===== config.mk =====
export PLATFORM = sky130hd
export DESIGN_NAME = boundary_tag_heap_allocator_core
export DESIGN_NICKNAME = d
export VERILOG_FILES = /design/src/rtl/core/bta_pkg.sv /design/src/rtl/core/bta_front.sv /design/src/rtl/core/bta_back.sv /design/src/rtl/core/boundary_tag_heap_allocator_core.sv
export VERILOG_INCLUDE_DIRS = /design/src /design/src/rtl/core
export SDC_FILE = /design/constraint.sdc
export NUM_CORES = 2
export LEC_CHECK = 0
export BUFFER_PORTS_ARGS = -buffer_cell sky130_fd_sc_hd__buf_2
export CAP_MARGIN = 20
export CORE_UTILIZATION = 62
export DETAILED_ROUTE_END_ITERATION = 12
export GPL_TIMING_DRIVEN = 1
export PLACE_DENSITY = 0.78
export SLEW_MARGIN = 0
export SYNTH_ARGS = -nofsm -noshare
export SYNTH_HDL_FRONTEND = slang
export SYNTH_SLANG_ARGS = --single-unit
export TNS_END_PERCENT = 100

===== constraint.sdc =====
create_clock -name clk -period 26 [get_ports clk]
set_input_delay 1.3 -clock clk [delete_from_list [all_inputs] [get_ports clk]]
set_output_delay 1.3 -clock clk [all_outputs]
set_load 0.05 [all_outputs]

===== src/rtl/core/assert_macros.svh =====
// Assertion macros shared by the allocator RTL.
`ifndef ASSERT_MACROS_SVH
`define ASSERT_MACROS_SVH

// Checks a property at every rising clock edge outside reset.
`define BTA_ASSERT(lbl, prop, msg) \
    lbl: assert property (@(posedge clk) disable iff (!rst_n) (prop)) else $error(msg);

// Checks an implication at every rising clock edge outside reset.
`define BTA_ASSERT_IMP(lbl, ante, cons, msg) \
    lbl: assert property (@(posedge clk) disable iff (!rst_n) (ante) |-> (cons)) else $error(msg);

`endif


===== src/rtl/core/bta_pkg.sv =====
// Types and constants shared by the boundary-tag heap allocator modules.
`default_nettype none

package bta_pkg;

    typedef enum logic [1:0] {
        ACT_ALLOC = 2'd0,
        ACT_FREE  = 2'd1,
        ACT_WRITE = 2'd2,
        ACT_READ  = 2'd3
    } act_t;

    localparam logic [1:0] ST_OK    = 2'd0;
    localparam logic [1:0] ST_NOFIT = 2'd1;
    localparam logic [1:0] ST_RANGE = 2'd2;

    localparam logic [6:0] MAX_RUN = 7'd64;

    // One classified operation as it travels from the front to the back.
    typedef struct packed {
        act_t       act;
        logic       bad;
        logic [7:0] need;
        logic [6:0] hdr;
        logic [6:0] addr;
        logic [7:0] wdata;
        logic [6:0] count;
    } op_t;

    // Status that the back reports to the front.
    typedef struct packed {
        logic init_busy;
    } bta_ctl_t;

endpackage

`default_nettype wire


===== src/rtl/core/bta_front.sv =====
// Front end: accepts input beats, classifies them and queues them for the back end.
`default_nettype none
`include "assert_macros.svh"

module bta_front
    import bta_pkg::*;
#(
    parameter int HEAP_SIZE = 127
)
(
    input  wire logic       clk,
    input  wire logic       rst_n,
    input  wire logic       in_valid,
    output logic            in_ready,
    input  wire logic [1:0] action,
    input  wire logic [6:0] request_size,
    input  wire logic [6:0] address,
    input  wire logic [7:0] write_data,
    input  wire logic [6:0] byte_count,
    input  wire bta_ctl_t   ctl,
    output logic            q_valid,
    output op_t             q_op,
    input  wire logic       q_pop
);

    localparam logic [7:0] HEAP_P = 8'(HEAP_SIZE);

    op_t        q_mem [2];
    logic       wr_ptr_reg;
    logic       wr_ptr_next;
    logic       rd_ptr_reg;
    logic       rd_ptr_next;
    logic [1:0] count_reg;
    logic [1:0] count_next;
    op_t        op_in;
    logic       push;

    always_comb
    begin
        op_in       = '0;
        op_in.act   = act_t'(action);
        op_in.need  = {1'b0, request_size} + 8'd2;
        op_in.hdr   = address - 7'd1;
        op_in.addr  = address;
        op_in.wdata = write_data;
        if (byte_count == 7'd0)
        begin
            op_in.count = 7'd1;
        end
        else if (byte_count > MAX_RUN)
        begin
            op_in.count = MAX_RUN;
        end
        else
        begin
            op_in.count = byte_count;
        end
        case (act_t'(action))
            ACT_FREE:  op_in.bad = (address == 7'd0) || ({1'b0, address} > HEAP_P);
            ACT_WRITE: op_in.bad = ({1'b0, address} >= HEAP_P);
            default:   op_in.bad = 1'b0;
        endcase
    end

    assign in_ready = (count_reg != 2'd2) && !ctl.init_busy;
    assign push     = in_valid && in_ready;
    assign q_valid  = (count_reg != 2'd0);
    assign q_op     = q_mem[rd_ptr_reg];

    always_comb
    begin
        wr_ptr_next = push ? ~wr_ptr_reg : wr_ptr_reg;
        rd_ptr_next = q_pop ? ~rd_ptr_reg : rd_ptr_reg;
        count_next  = count_reg + {1'b0, push} - {1'b0, q_pop};
    end

    always_ff @(posedge clk or negedge rst_n)
    begin
        if (!rst_n)
        begin
            wr_ptr_reg <= 1'b0;
            rd_ptr_reg <= 1'b0;
            count_reg  <= 2'd0;
        end
        else
        begin
            wr_ptr_reg <= wr_ptr_next;
            rd_ptr_reg <= rd_ptr_next;
            count_reg  <= count_next;
        end
    end

    always_ff @(posedge clk)
    begin
        if (push)
        begin
            q_mem[wr_ptr_reg] <= op_in;
        end
    end

    `BTA_ASSERT_IMP(a_no_pop_empty, q_pop, count_reg != 2'd0, "pop from an empty queue")
    `BTA_ASSERT_IMP(a_no_push_full, push, count_reg != 2'd2, "push into a full queue")
    `BTA_ASSERT(a_count_range, count_reg != 2'd3, "queue count beyond its depth")

endmodule

`default_nettype wire


===== src/rtl/core/bta_back.sv =====
// Back end: heap memory and the sequencer that walks, splits, clears and merges blocks and serves writes and reads.
`default_nettype none
`include "assert_macros.svh"

module bta_back
    import bta_pkg::*;
#(
    parameter int HEAP_SIZE = 127
)
(
    input  wire logic       clk,
    input  wire logic       rst_n,
    input  wire logic       fit_policy,
    input  wire logic       q_valid,
    input  wire op_t        q_op,
    output logic            q_pop,
    output bta_ctl_t        ctl,
    output logic            out_valid,
    input  wire logic       out_ready,
    output logic [1:0]      status,
    output logic [6:0]      payload_start,
    output logic [7:0]      read_data,
    output logic            last_of_run
);

    localparam int         AW       = $clog2(HEAP_SIZE);
    localparam logic [7:0] HEAP_P   = 8'(HEAP_SIZE);
    localparam logic [7:0] TAG_INIT = 8'(HEAP_SIZE * 2);

    typedef enum logic [21:0] {
        S_INIT     = 22'h000001,
        S_IDLE     = 22'h000002,
        S_WALK_RD  = 22'h000004,
        S_WALK_CHK = 22'h000008,
        S_FIT      = 22'h000010,
        S_AL_HDR   = 22'h000020,
        S_AL_FRD   = 22'h000040,
        S_AL_FWR   = 22'h000080,
        S_AL_S1    = 22'h000100,
        S_AL_S2    = 22'h000200,
        S_AL_S3    = 22'h000400,
        S_FR_RD    = 22'h000800,
        S_FR_CHK   = 22'h001000,
        S_CLR      = 22'h002000,
        S_PREV     = 22'h004000,
        S_PREV_CHK = 22'h008000,
        S_NEXT     = 22'h010000,
        S_NEXT_CHK = 22'h020000,
        S_WR       = 22'h040000,
        S_RD_ISSUE = 22'h080000,
        S_RD_EMIT  = 22'h100000,
        S_RESP     = 22'h200000
    } state_t;

    logic [7:0] mem [HEAP_SIZE];
    logic [7:0] mem_rdata_reg;
    logic       mem_we;
    logic       mem_re;
    logic [7:0] mem_wa;
    logic [7:0] mem_ra;
    logic [7:0] mem_wd;

    state_t     state_reg,     state_next;
    state_t     ret_reg,       ret_next;
    op_t        op_reg,        op_next;
    logic [7:0] a_reg,         a_next;
    logic [7:0] best_a_reg,    best_a_next;
    logic [6:0] best_sz_reg,   best_sz_next;
    logic [6:0] best_diff_reg, best_diff_next;
    logic       found_reg,     found_next;
    logic [7:0] start_reg,     start_next;
    logic [7:0] end_reg,       end_next;
    logic [6:0] size_reg,      size_next;
    logic [7:0] clr_idx_reg,   clr_idx_next;
    logic [7:0] clr_end_reg,   clr_end_next;
    logic [7:0] tag_addr_reg,  tag_addr_next;
    logic [7:0] tag_data_reg,  tag_data_next;
    logic [6:0] k_reg,         k_next;
    logic [1:0] resp_st_reg,   resp_st_next;
    logic [6:0] resp_ps_reg,   resp_ps_next;
    logic       out_valid_reg, out_valid_next;
    logic [1:0] status_reg,    status_next;
    logic [6:0] pstart_reg,    pstart_next;
    logic [7:0] rdata_reg,     rdata_next;
    logic       last_reg,      last_next;

    always_ff @(posedge clk)
    begin
        if (mem_we)
        begin
            mem[mem_wa[AW-1:0]] <= mem_wd;
        end
        if (mem_re)
        begin
            mem_rdata_reg <= mem[mem_ra[AW-1:0]];
        end
    end

    always_comb
    begin
        logic [6:0] sz_rd;
        logic       free_rd;
        logic       can_emit;
        logic [7:0] end_sum;
        logic [6:0] diff;
        logic [6:0] rem;
        logic [7:0] total;
        logic [7:0] idx;
        logic       hit;

        sz_rd    = mem_rdata_reg[7:1];
        free_rd  = !mem_rdata_reg[0];
        can_emit = !out_valid_reg || out_ready;
        end_sum  = '0;
        diff     = sz_rd - op_reg.need[6:0];
        rem      = best_sz_reg - op_reg.need[6:0];
        total    = '0;
        idx      = {1'b0, op_reg.addr} + {1'b0, k_reg};
        hit      = 1'b0;

        state_next     = state_reg;
        ret_next       = ret_reg;
        op_next        = op_reg;
        a_next         = a_reg;
        best_a_next    = best_a_reg;
        best_sz_next   = best_sz_reg;
        best_diff_next = best_diff_reg;
        found_next     = found_reg;
        start_next     = start_reg;
        end_next       = end_reg;
        size_next      = size_reg;
        clr_idx_next   = clr_idx_reg;
        clr_end_next   = clr_end_reg;
        tag_addr_next  = tag_addr_reg;
        tag_data_next  = tag_data_reg;
        k_next         = k_reg;
        resp_st_next   = resp_st_reg;
        resp_ps_next   = resp_ps_reg;
        out_valid_next = out_valid_reg;
        status_next    = status_reg;
        pstart_next    = pstart_reg;
        rdata_next     = rdata_reg;
        last_next      = last_reg;
        mem_we         = 1'b0;
        mem_wa         = '0;
        mem_wd         = '0;
        mem_re         = 1'b0;
        mem_ra         = '0;
        q_pop          = 1'b0;

        if (out_valid_reg && out_ready)
        begin
            out_valid_next = 1'b0;
        end

        case (state_reg)
            S_INIT:
            begin
                mem_we = 1'b1;
                mem_wa = clr_idx_reg;
                mem_wd = (clr_idx_reg == 8'd0 || clr_idx_reg == HEAP_P - 8'd1) ? TAG_INIT : 8'd0;
                if (clr_idx_reg == HEAP_P - 8'd1)
                begin
                    state_next = S_IDLE;
                end
                else
                begin
                    clr_idx_next = clr_idx_reg + 8'd1;
                end
            end
            S_IDLE:
            begin
                if (q_valid)
                begin
                    q_pop   = 1'b1;
                    op_next = q_op;
                    case (q_op.act)
                        ACT_ALLOC:
                        begin
                            a_next     = 8'd0;
                            found_next = 1'b0;
                            state_next = S_WALK_RD;
                        end
                        ACT_FREE:
                        begin
                            if (q_op.bad)
                            begin
                                resp_st_next = ST_RANGE;
                                resp_ps_next = 7'd0;
                                state_next   = S_RESP;
                            end
                            else
                            begin
                                state_next = S_FR_RD;
                            end
                        end
                        ACT_WRITE:
                        begin
                            state_next = S_WR;
                        end
                        default:
                        begin
                            k_next     = 7'd0;
                            state_next = S_RD_ISSUE;
                        end
                    endcase
                end
            end
            S_WR:
            begin
                resp_ps_next = 7'd0;
                if (op_reg.bad)
                begin
                    resp_st_next = ST_RANGE;
                end
                else
                begin
                    mem_we       = 1'b1;
                    mem_wa       = {1'b0, op_reg.addr};
                    mem_wd       = op_reg.wdata;
                    resp_st_next = ST_OK;
                end
                state_next = S_RESP;
            end
            S_RESP:
            begin
                if (can_emit)
                begin
                    out_valid_next = 1'b1;
                    status_next    = resp_st_reg;
                    pstart_next    = resp_ps_reg;
                    rdata_next     = 8'd0;
                    last_next      = 1'b1;
                    state_next     = S_IDLE;
                end
            end
            S_RD_ISSUE:
            begin
                if (idx < HEAP_P)
                begin
                    mem_re = 1'b1;
                    mem_ra = idx;
                end
                state_next = S_RD_EMIT;
            end
            S_RD_EMIT:
            begin
                if (can_emit)
                begin
                    out_valid_next = 1'b1;
                    status_next    = (idx < HEAP_P) ? ST_OK : ST_RANGE;
                    pstart_next    = 7'd0;
                    rdata_next     = (idx < HEAP_P) ? mem_rdata_reg : 8'd0;
                    last_next      = (k_reg == op_reg.count - 7'd1);
                    if (k_reg == op_reg.count - 7'd1)
                    begin
                        state_next = S_IDLE;
                    end
                    else
                    begin
                        k_next     = k_reg + 7'd1;
                        state_next = S_RD_ISSUE;
                    end
                end
            end
            S_WALK_RD:
            begin
                if (a_reg >= HEAP_P)
                begin
                    state_next = S_FIT;
                end
                else
                begin
                    mem_re     = 1'b1;
                    mem_ra     = a_reg;
                    state_next = S_WALK_CHK;
                end
            end
            S_WALK_CHK:
            begin
                end_sum = a_reg + {1'b0, sz_rd};
                if (sz_rd == 7'd0 || end_sum > HEAP_P)
                begin
                    state_next = S_FIT;
                end
                else
                begin
                    if (free_rd && {1'b0, sz_rd} >= op_reg.need)
                    begin
                        if (!fit_policy)
                        begin
                            hit = 1'b1;
                        end
                        if (!fit_policy || !found_reg || diff < best_diff_reg)
                        begin
                            best_a_next    = a_reg;
                            best_sz_next   = sz_rd;
                            best_diff_next = diff;
                            found_next     = 1'b1;
                        end
                    end
                    a_next     = end_sum;
                    state_next = hit ? S_FIT : S_WALK_RD;
                end
            end
            S_FIT:
            begin
                if (!found_reg)
                begin
                    resp_st_next = ST_NOFIT;
                    resp_ps_next = 7'd0;
                    state_next   = S_RESP;
                end
                else
                begin
                    state_next = S_AL_HDR;
                end
            end
            S_AL_HDR:
            begin
                mem_we     = 1'b1;
                mem_wa     = best_a_reg;
                mem_wd     = {op_reg.need[6:0], 1'b1};
                state_next = ({1'b0, best_sz_reg} == op_reg.need) ? S_AL_FRD : S_AL_S1;
            end
            S_AL_FRD:
            begin
                mem_re     = 1'b1;
                mem_ra     = best_a_reg + {1'b0, best_sz_reg} - 8'd1;
                state_next = S_AL_FWR;
            end
            S_AL_FWR:
            begin
                mem_we       = 1'b1;
                mem_wa       = best_a_reg + {1'b0, best_sz_reg} - 8'd1;
                mem_wd       = mem_rdata_reg | 8'd1;
                resp_st_next = ST_OK;
                resp_ps_next = best_a_reg[6:0] + 7'd1;
                state_next   = S_RESP;
            end
            S_AL_S1:
            begin
                mem_we     = 1'b1;
                mem_wa     = best_a_reg + op_reg.need - 8'd1;
                mem_wd     = {op_reg.need[6:0], 1'b1};
                state_next = S_AL_S2;
            end
            S_AL_S2:
            begin
                mem_we     = 1'b1;
                mem_wa     = best_a_reg + op_reg.need;
                mem_wd     = {rem, 1'b0};
                state_next = S_AL_S3;
            end
            S_AL_S3:
            begin
                mem_we       = 1'b1;
                mem_wa       = best_a_reg + {1'b0, best_sz_reg} - 8'd1;
                mem_wd       = {rem, 1'b0};
                resp_st_next = ST_OK;
                resp_ps_next = best_a_reg[6:0] + 7'd1;
                state_next   = S_RESP;
            end
            S_FR_RD:
            begin
                mem_re     = 1'b1;
                mem_ra     = {1'b0, op_reg.hdr};
                state_next = S_FR_CHK;
            end
            S_FR_CHK:
            begin
                end_sum      = {1'b0, op_reg.hdr} + {1'b0, sz_rd};
                resp_ps_next = 7'd0;
                if (sz_rd == 7'd0 || end_sum > HEAP_P)
                begin
                    resp_st_next = ST_RANGE;
                    state_next   = S_RESP;
                end
                else
                begin
                    mem_we        = 1'b1;
                    mem_wa        = {1'b0, op_reg.hdr};
                    mem_wd        = {sz_rd, 1'b0};
                    resp_st_next  = ST_OK;
                    clr_idx_next  = {1'b0, op_reg.hdr} + 8'd1;
                    clr_end_next  = end_sum - 8'd1;
                    tag_addr_next = end_sum - 8'd1;
                    tag_data_next = {sz_rd, 1'b0};
                    ret_next      = S_PREV;
                    start_next    = {1'b0, op_reg.hdr};
                    end_next      = end_sum - 8'd1;
                    size_next     = sz_rd;
                    state_next    = S_CLR;
                end
            end
            S_CLR:
            begin
                mem_we = 1'b1;
                if (clr_idx_reg < clr_end_reg)
                begin
                    mem_wa       = clr_idx_reg;
                    mem_wd       = 8'd0;
                    clr_idx_next = clr_idx_reg + 8'd1;
                end
                else
                begin
                    mem_wa     = tag_addr_reg;
                    mem_wd     = tag_data_reg;
                    state_next = ret_reg;
                end
            end
            S_PREV:
            begin
                if (start_reg != 8'd0)
                begin
                    mem_re     = 1'b1;
                    mem_ra     = start_reg - 8'd1;
                    state_next = S_PREV_CHK;
                end
                else
                begin
                    state_next = S_NEXT;
                end
            end
            S_PREV_CHK:
            begin
                total = {1'b0, size_reg} + {1'b0, sz_rd};
                if (free_rd && sz_rd != 7'd0 && {1'b0, sz_rd} <= start_reg)
                begin
                    mem_we        = 1'b1;
                    mem_wa        = start_reg - {1'b0, sz_rd};
                    mem_wd        = {total[6:0], 1'b0};
                    clr_idx_next  = start_reg - 8'd1;
                    clr_end_next  = end_reg;
                    tag_addr_next = end_reg;
                    tag_data_next = {total[6:0], 1'b0};
                    ret_next      = S_NEXT;
                    start_next    = start_reg - {1'b0, sz_rd};
                    size_next     = total[6:0];
                    state_next    = S_CLR;
                end
                else
                begin
                    state_next = S_NEXT;
                end
            end
            S_NEXT:
            begin
                if (end_reg < HEAP_P - 8'd1)
                begin
                    mem_re     = 1'b1;
                    mem_ra     = end_reg + 8'd1;
                    state_next = S_NEXT_CHK;
                end
                else
                begin
                    state_next = S_RESP;
                end
            end
            S_NEXT_CHK:
            begin
                total = {1'b0, size_reg} + {1'b0, sz_rd};
                if (free_rd && sz_rd != 7'd0 && end_reg + 8'd1 + {1'b0, sz_rd} <= HEAP_P)
                begin
                    mem_we        = 1'b1;
                    mem_wa        = start_reg;
                    mem_wd        = {total[6:0], 1'b0};
                    clr_idx_next  = start_reg + 8'd1;
                    clr_end_next  = start_reg + total - 8'd1;
                    tag_addr_next = start_reg + total - 8'd1;
                    tag_data_next = {total[6:0], 1'b0};
                    ret_next      = S_RESP;
                    state_next    = S_CLR;
                end
                else
                begin
                    state_next = S_RESP;
                end
            end
            default:
            begin
                state_next = S_IDLE;
            end
        endcase
    end

    always_ff @(posedge clk or negedge rst_n)
    begin
        if (!rst_n)
        begin
            state_reg     <= S_INIT;
            ret_reg       <= S_IDLE;
            clr_idx_reg   <= 8'd0;
            out_valid_reg <= 1'b0;
        end
        else
        begin
            state_reg     <= state_next;
            ret_reg       <= ret_next;
            clr_idx_reg   <= clr_idx_next;
            out_valid_reg <= out_valid_next;
        end
    end

    always_ff @(posedge clk)
    begin
        op_reg        <= op_next;
        a_reg         <= a_next;
        best_a_reg    <= best_a_next;
        best_sz_reg   <= best_sz_next;
        best_diff_reg <= best_diff_next;
        found_reg     <= found_next;
        start_reg     <= start_next;
        end_reg       <= end_next;
        size_reg      <= size_next;
        clr_end_reg   <= clr_end_next;
        tag_addr_reg  <= tag_addr_next;
        tag_data_reg  <= tag_data_next;
        k_reg         <= k_next;
        resp_st_reg   <= resp_st_next;
        resp_ps_reg   <= resp_ps_next;
        status_reg    <= status_next;
        pstart_reg    <= pstart_next;
        rdata_reg     <= rdata_next;
        last_reg      <= last_next;
    end

    assign ctl.init_busy = (state_reg == S_INIT);
    assign out_valid     = out_valid_reg;
    assign status        = status_reg;
    assign payload_start = pstart_reg;
    assign read_data     = rdata_reg;
    assign last_of_run   = last_reg;

    `BTA_ASSERT_IMP(a_wr_in_heap, mem_we, mem_wa < HEAP_P, "heap write beyond the heap")
    `BTA_ASSERT(a_no_rd_wr, !(mem_we && mem_re), "heap read and write in the same cycle")
    `BTA_ASSERT_IMP(a_no_pop_init, state_reg == S_INIT, !q_pop, "queue popped during heap setup")

endmodule

`default_nettype wire


===== src/rtl/core/boundary_tag_heap_allocator_core.sv =====
// Top level of the boundary-tag heap allocator: configuration register, front end and back end.
// The back end serves one item at a time over the single heap memory port and takes no new
// item until it is through with the last one; the front queues up to two items meanwhile.
// Reset: asynchronous, active low; afterwards a setup pass writes the initial free block
// while input beats are held off (configuration writes are still taken).
`default_nettype none

module boundary_tag_heap_allocator_core
    import bta_pkg::*;
#(
    parameter int HEAP_SIZE = 127
)
(
    input  wire logic       clk,
    input  wire logic       rst_n,
    input  wire logic       cfg_valid,
    output logic            cfg_ready,
    input  wire logic       fit_policy,
    input  wire logic       in_valid,
    output logic            in_ready,
    input  wire logic [1:0] action,
    input  wire logic [6:0] request_size,
    input  wire logic [6:0] address,
    input  wire logic [7:0] write_data,
    input  wire logic [6:0] byte_count,
    output logic            out_valid,
    input  wire logic       out_ready,
    output logic [1:0]      status,
    output logic [6:0]      payload_start,
    output logic [7:0]      read_data,
    output logic            last_of_run
);

    // The fit policy register selects first fit (0) or best fit (1) for the walk.
    logic     fit_policy_reg;
    logic     fit_policy_next;
    logic     q_valid;
    logic     q_pop;
    op_t      q_op;
    bta_ctl_t ctl;

    // The register may be written at any time; it is only sampled while an allocate walks.
    assign cfg_ready       = 1'b1;
    assign fit_policy_next = (cfg_valid && cfg_ready) ? fit_policy : fit_policy_reg;

    always_ff @(posedge clk or negedge rst_n)
    begin
        if (!rst_n)
        begin
            fit_policy_reg <= 1'b0;
        end
        else
        begin
            fit_policy_reg <= fit_policy_next;
        end
    end

    // The front end classifies each beat and range-checks free and write addresses before queueing.
    bta_front #(
        .HEAP_SIZE (HEAP_SIZE)
    ) u_front (
        .clk          (clk),
        .rst_n        (rst_n),
        .in_valid     (in_valid),
        .in_ready     (in_ready),
        .action       (action),
        .request_size (request_size),
        .address      (address),
        .write_data   (write_data),
        .byte_count   (byte_count),
        .ctl          (ctl),
        .q_valid      (q_valid),
        .q_op         (q_op),
        .q_pop        (q_pop)
    );

    // The back end owns the heap memory and produces every result beat through its
    // output register; a stalled consumer holds the back end, and the front queue keeps
    // taking beats until it is full.
    bta_back #(
        .HEAP_SIZE (HEAP_SIZE)
    ) u_back (
        .clk           (clk),
        .rst_n         (rst_n),
        .fit_policy    (fit_policy_reg),
        .q_valid       (q_valid),
        .q_op          (q_op),
        .q_pop         (q_pop),
        .ctl           (ctl),
        .out_valid     (out_valid),
        .out_ready     (out_ready),
        .status        (status),
        .payload_start (payload_start),
        .read_data     (read_data),
        .last_of_run   (last_of_run)
    );

endmodule

`default_nettype wire

==> flow_metrics.tcl <==
set metrics [dict create \
    status "complete, no violations" \
    core_um2 90290 \
    die_w_um 304.3 \
    relSlewSlack_pct 16.39 \
    postSynth.asyncResetShare_pct 3.115 \
    grt_pass1_vias 35890 \
    synth_edf_count 1244 \
    cts_tree "done" \
    clkLatencyLatePin_ns 0.75 \
    finalHoldViolCount 0 \
    cts_hold_buf 0 \
    critPathMaxStageDelay_ns 0.91 \
    hp-class "reg -> reg" \
    post-dp-hpwl_mm 103.6 \
    first_pass_iters 7 \
    post_cts_buffers 0 \
    syn_to_final_growth_pct 10.33 \
    cts_buffers 130 \
    cp_common_cell "a211oi_1" \
    setup_viol 0 \
    clk_pin_slew_ns 0.06 \
    ant_nets 0 \
    tightest_slew_ns 1.223 \
    timing.rr.end "u_back.mem_rdata_reg[7]$_DFFE_PP_" \
    crit_required_ns 26.60 \
    drv_cap 0 \
    power_mw 5.877 \
    r2r_slack_ns 19.24 \
    num_rows 110 \
    ys_ff_latch 1284 \
    clockBufferDepth 3 \
    arrival_ns 7.36 \
    fmax_mhz 148.0 \
    grt_pass1_wl_mm 236.4 \
    crit_type "reg -> reg" \
    synth_cell_types 98 \
    h-tree-depth 4 \
    synth-seq-area-share_pct 67.71 \
    cp-startpoint "u_back.op_reg[15]$_DFFE_PP_" \
    ios 58 \
    worstReg2RegStart "u_back.op_reg[15]$_DFFE_PP_" \
    vias 37490 \
    hold_ws_ns 0.4964 \
    final.min_clock_period_ns 6.758 \
    endpoint "u_back.mem_rdata_reg[7]$_DFFE_PP_" \
    routabilityCongestion 0.9773 \
    syn_inst 4069 \
    critPathSlowestCell "o32ai_1" \
    cts_root_buf "clkbuf_16" \
    path_cells "ha_1 > fa_1 > a211oi_1 > o21bai_1 > a21oi_1 > xnor2_1 > a311o_1 > and2_4 > buf_4 > buf_4 > a221oi_1 > a211oi_1 > nor3_1 > o32ai_1 > a211oi_1 > a21oi_1" \
    path_max_fanout 58 \
    drt-initial-drc-count 5884 \
    reg2reg_depth 16 \
    leakage_nw 21.74 \
    slew_violations 0 \
    startpoint_type "flop" \
    gr-usage-all-layers_pct 35.13 \
    finClkSkew_ns 0.03881 \
    syn_avg_cell_area_um2 13.92 \
    routed_wl_mm 163.4 \
    syn_area_um2 56650 \
    rsz0062_at_grt "false" \
    grt_max_degree 125 \
    whs_path_depth 1 \
    fillCellCount 5881 \
    globalRoute.totalOverflow 0 \
    largest_reg_flops 1016 \
    wl_per_cell_um 30.13 \
    period_share_pct 25.99 \
    port_buffers 56 \
    via_per_inst 6.913 \
    critPathCaptureType "flop" \
    post_cts_resized 0 \
    ir_worst_vdd_uv 68.83 \
    fin_setup_tns_ns 0 \
    antenna_found_initial 6 \
    die_y_um 304.3 \
    die-area_um2 92590 \
    cts.sinks 1284 \
    drive_gt1_share_pct 12.00 \
    synth_nets 4230 \
    pwr_density_cell_nw_per_um2 94.03 \
    nNetsFinal 4308 \
    start_util_pct 62.75 \
    drcViolationCount 0 \
    ys_dominant_reg_cell "edfxtp_1" \
    yosys_warnings 0 \
]
[area by class of cell]
type | count | area (µm²) | share of cell area, %
repair buffers | 140 | 984.7 | 1.575
well taps | 1176 | 1471 | 2.354
inverters | 128 | 480.5 | 0.7687
diodes | 4 | 10.01 | 0.01601
clock inverters | 71 | 669.4 | 1.071
multi-input cells | 2463 | 17110 | 27.37
clock buffers | 157 | 3417 | 5.467
flip-flops and latches | 1284 | 38360 | 61.37
[metrics by stage]
step | util, % | area [µm²] | cells | setup WS [ns]
after floorplan | - | 56650 | 4069 | 17.02
after global placement | 64.54 | 58270 | 5180 | 19.46
final | 69.23 | 62500 | 5423 | 19.24
after global routing | 69.22 | 62490 | 5419 | 18.92
after detailed placement | 64.58 | 58310 | 5183 | 19.47
after CTS | 69.10 | 62390 | 5411 | 19.43
[kinds of logic after synthesis]
logic type	count (synthesis)	share of synthesized area [%]
AOI/OAI and AO/OA	631	7.960
xor gates and xnor gates	113	1.747
adders and majority gates	124	2.871
buffers and inverters	322	2.524
DFF	1284	67.71
muxes	250	6.248
other	1	0.006619
and+or+nand+nor	1344	10.93
[critical path: cells and delay by family (launching register included)]
kind | cells | cell delay, ns
AO/OA/AOI/OAI | 9 | 3.05
buffers and inverters | 2 | 1.40
adder cells (fa/ha/maj) | 2 | 0.68
AND/OR/NAND/NOR | 2 | 0.63
flip-flops | 1 | 0.48
XOR/XNOR | 1 | 0.33
[cells in the mapped netlist, drive strengths merged (38+ instances only)]
master / number / area [µm²]
o21ai: 85 / 429.2
mux2i: 123 / 1231
ha: 114 / 1426
inv: 127 / 476.7
xnor2: 81 / 709.4
buf: 108 / 626.9
and3: 39 / 244.0
nand2: 565 / 2123
mux2: 51 / 574.3
a21oi: 123 / 615.6
nor3: 56 / 295.3
dfrtp: 38 / 950.9
a221oi: 51 / 452.9
nor2: 297 / 1115
a31oi: 55 / 344.1
edfxtp: 1244 / 37360
a211oi: 38 / 290.3
nand3: 194 / 988.4
clkbuf: 86 / 322.8
mux4: 76 / 1734
[routing by layer]
layer | track usage, % | routed length (µm)
met2 | 51.46 | 72360
met3 | 10.20 | 23030
met5 | 0 | 36
met1 | 48.75 | 60060
met4 | 16.83 | 7890
[worst min-delay path by stage]
stage | slack, ns | to | from
6_report | 0.50 | u_back.ret_reg[21]$_DFFE_PN0P_ | u_back.ret_reg[21]$_DFFE_PN0P_
5_1_grt | 0.51 | u_back.ret_reg[1]$_DFFE_PN1P_ | u_back.ret_reg[1]$_DFFE_PN1P_
4_1_cts | 0.49 | u_back.ret_reg[21]$_DFFE_PN0P_ | u_back.ret_reg[21]$_DFFE_PN0P_
3_5_place_dp | 0.47 | u_back.ret_reg[21]$_DFFE_PN0P_ | u_back.ret_reg[21]$_DFFE_PN0P_
3_3_place_gp | 0.47 | u_back.ret_reg[16]$_DFFE_PN0P_ | u_back.ret_reg[16]$_DFFE_PN0P_
2_1_floorplan | 0.45 | u_back.ret_reg[16]$_DFFE_PN0P_ | u_back.ret_reg[16]$_DFFE_PN0P_
[where the power goes]
| group | internal, mW | switching [mW] |
|---|---|---|
| registers | 2.46 | 0.122 |
| logic | 0.485 | 0.989 |
| clock network | 1.03 | 0.789 |
[cell usage in the layout, fill, tap and decap left out, types with 52 or more instances in the layout]
cell type,netlist,layout
a21oi_1,123,123
a31oi_1,55,55
buf_2,66,57
buf_4,17,71
clkbuf_16,0,132
edfxtp_1,1244,1244
ha_1,114,114
inv_1,126,126
mux2i_1,123,123
mux4_2,70,70
nand2_1,564,561
nand3_1,192,191
nor2_1,297,292
nor3_1,53,52
o21ai_0,83,76
xnor2_1,81,81
(Power assumes the default switching activity.)
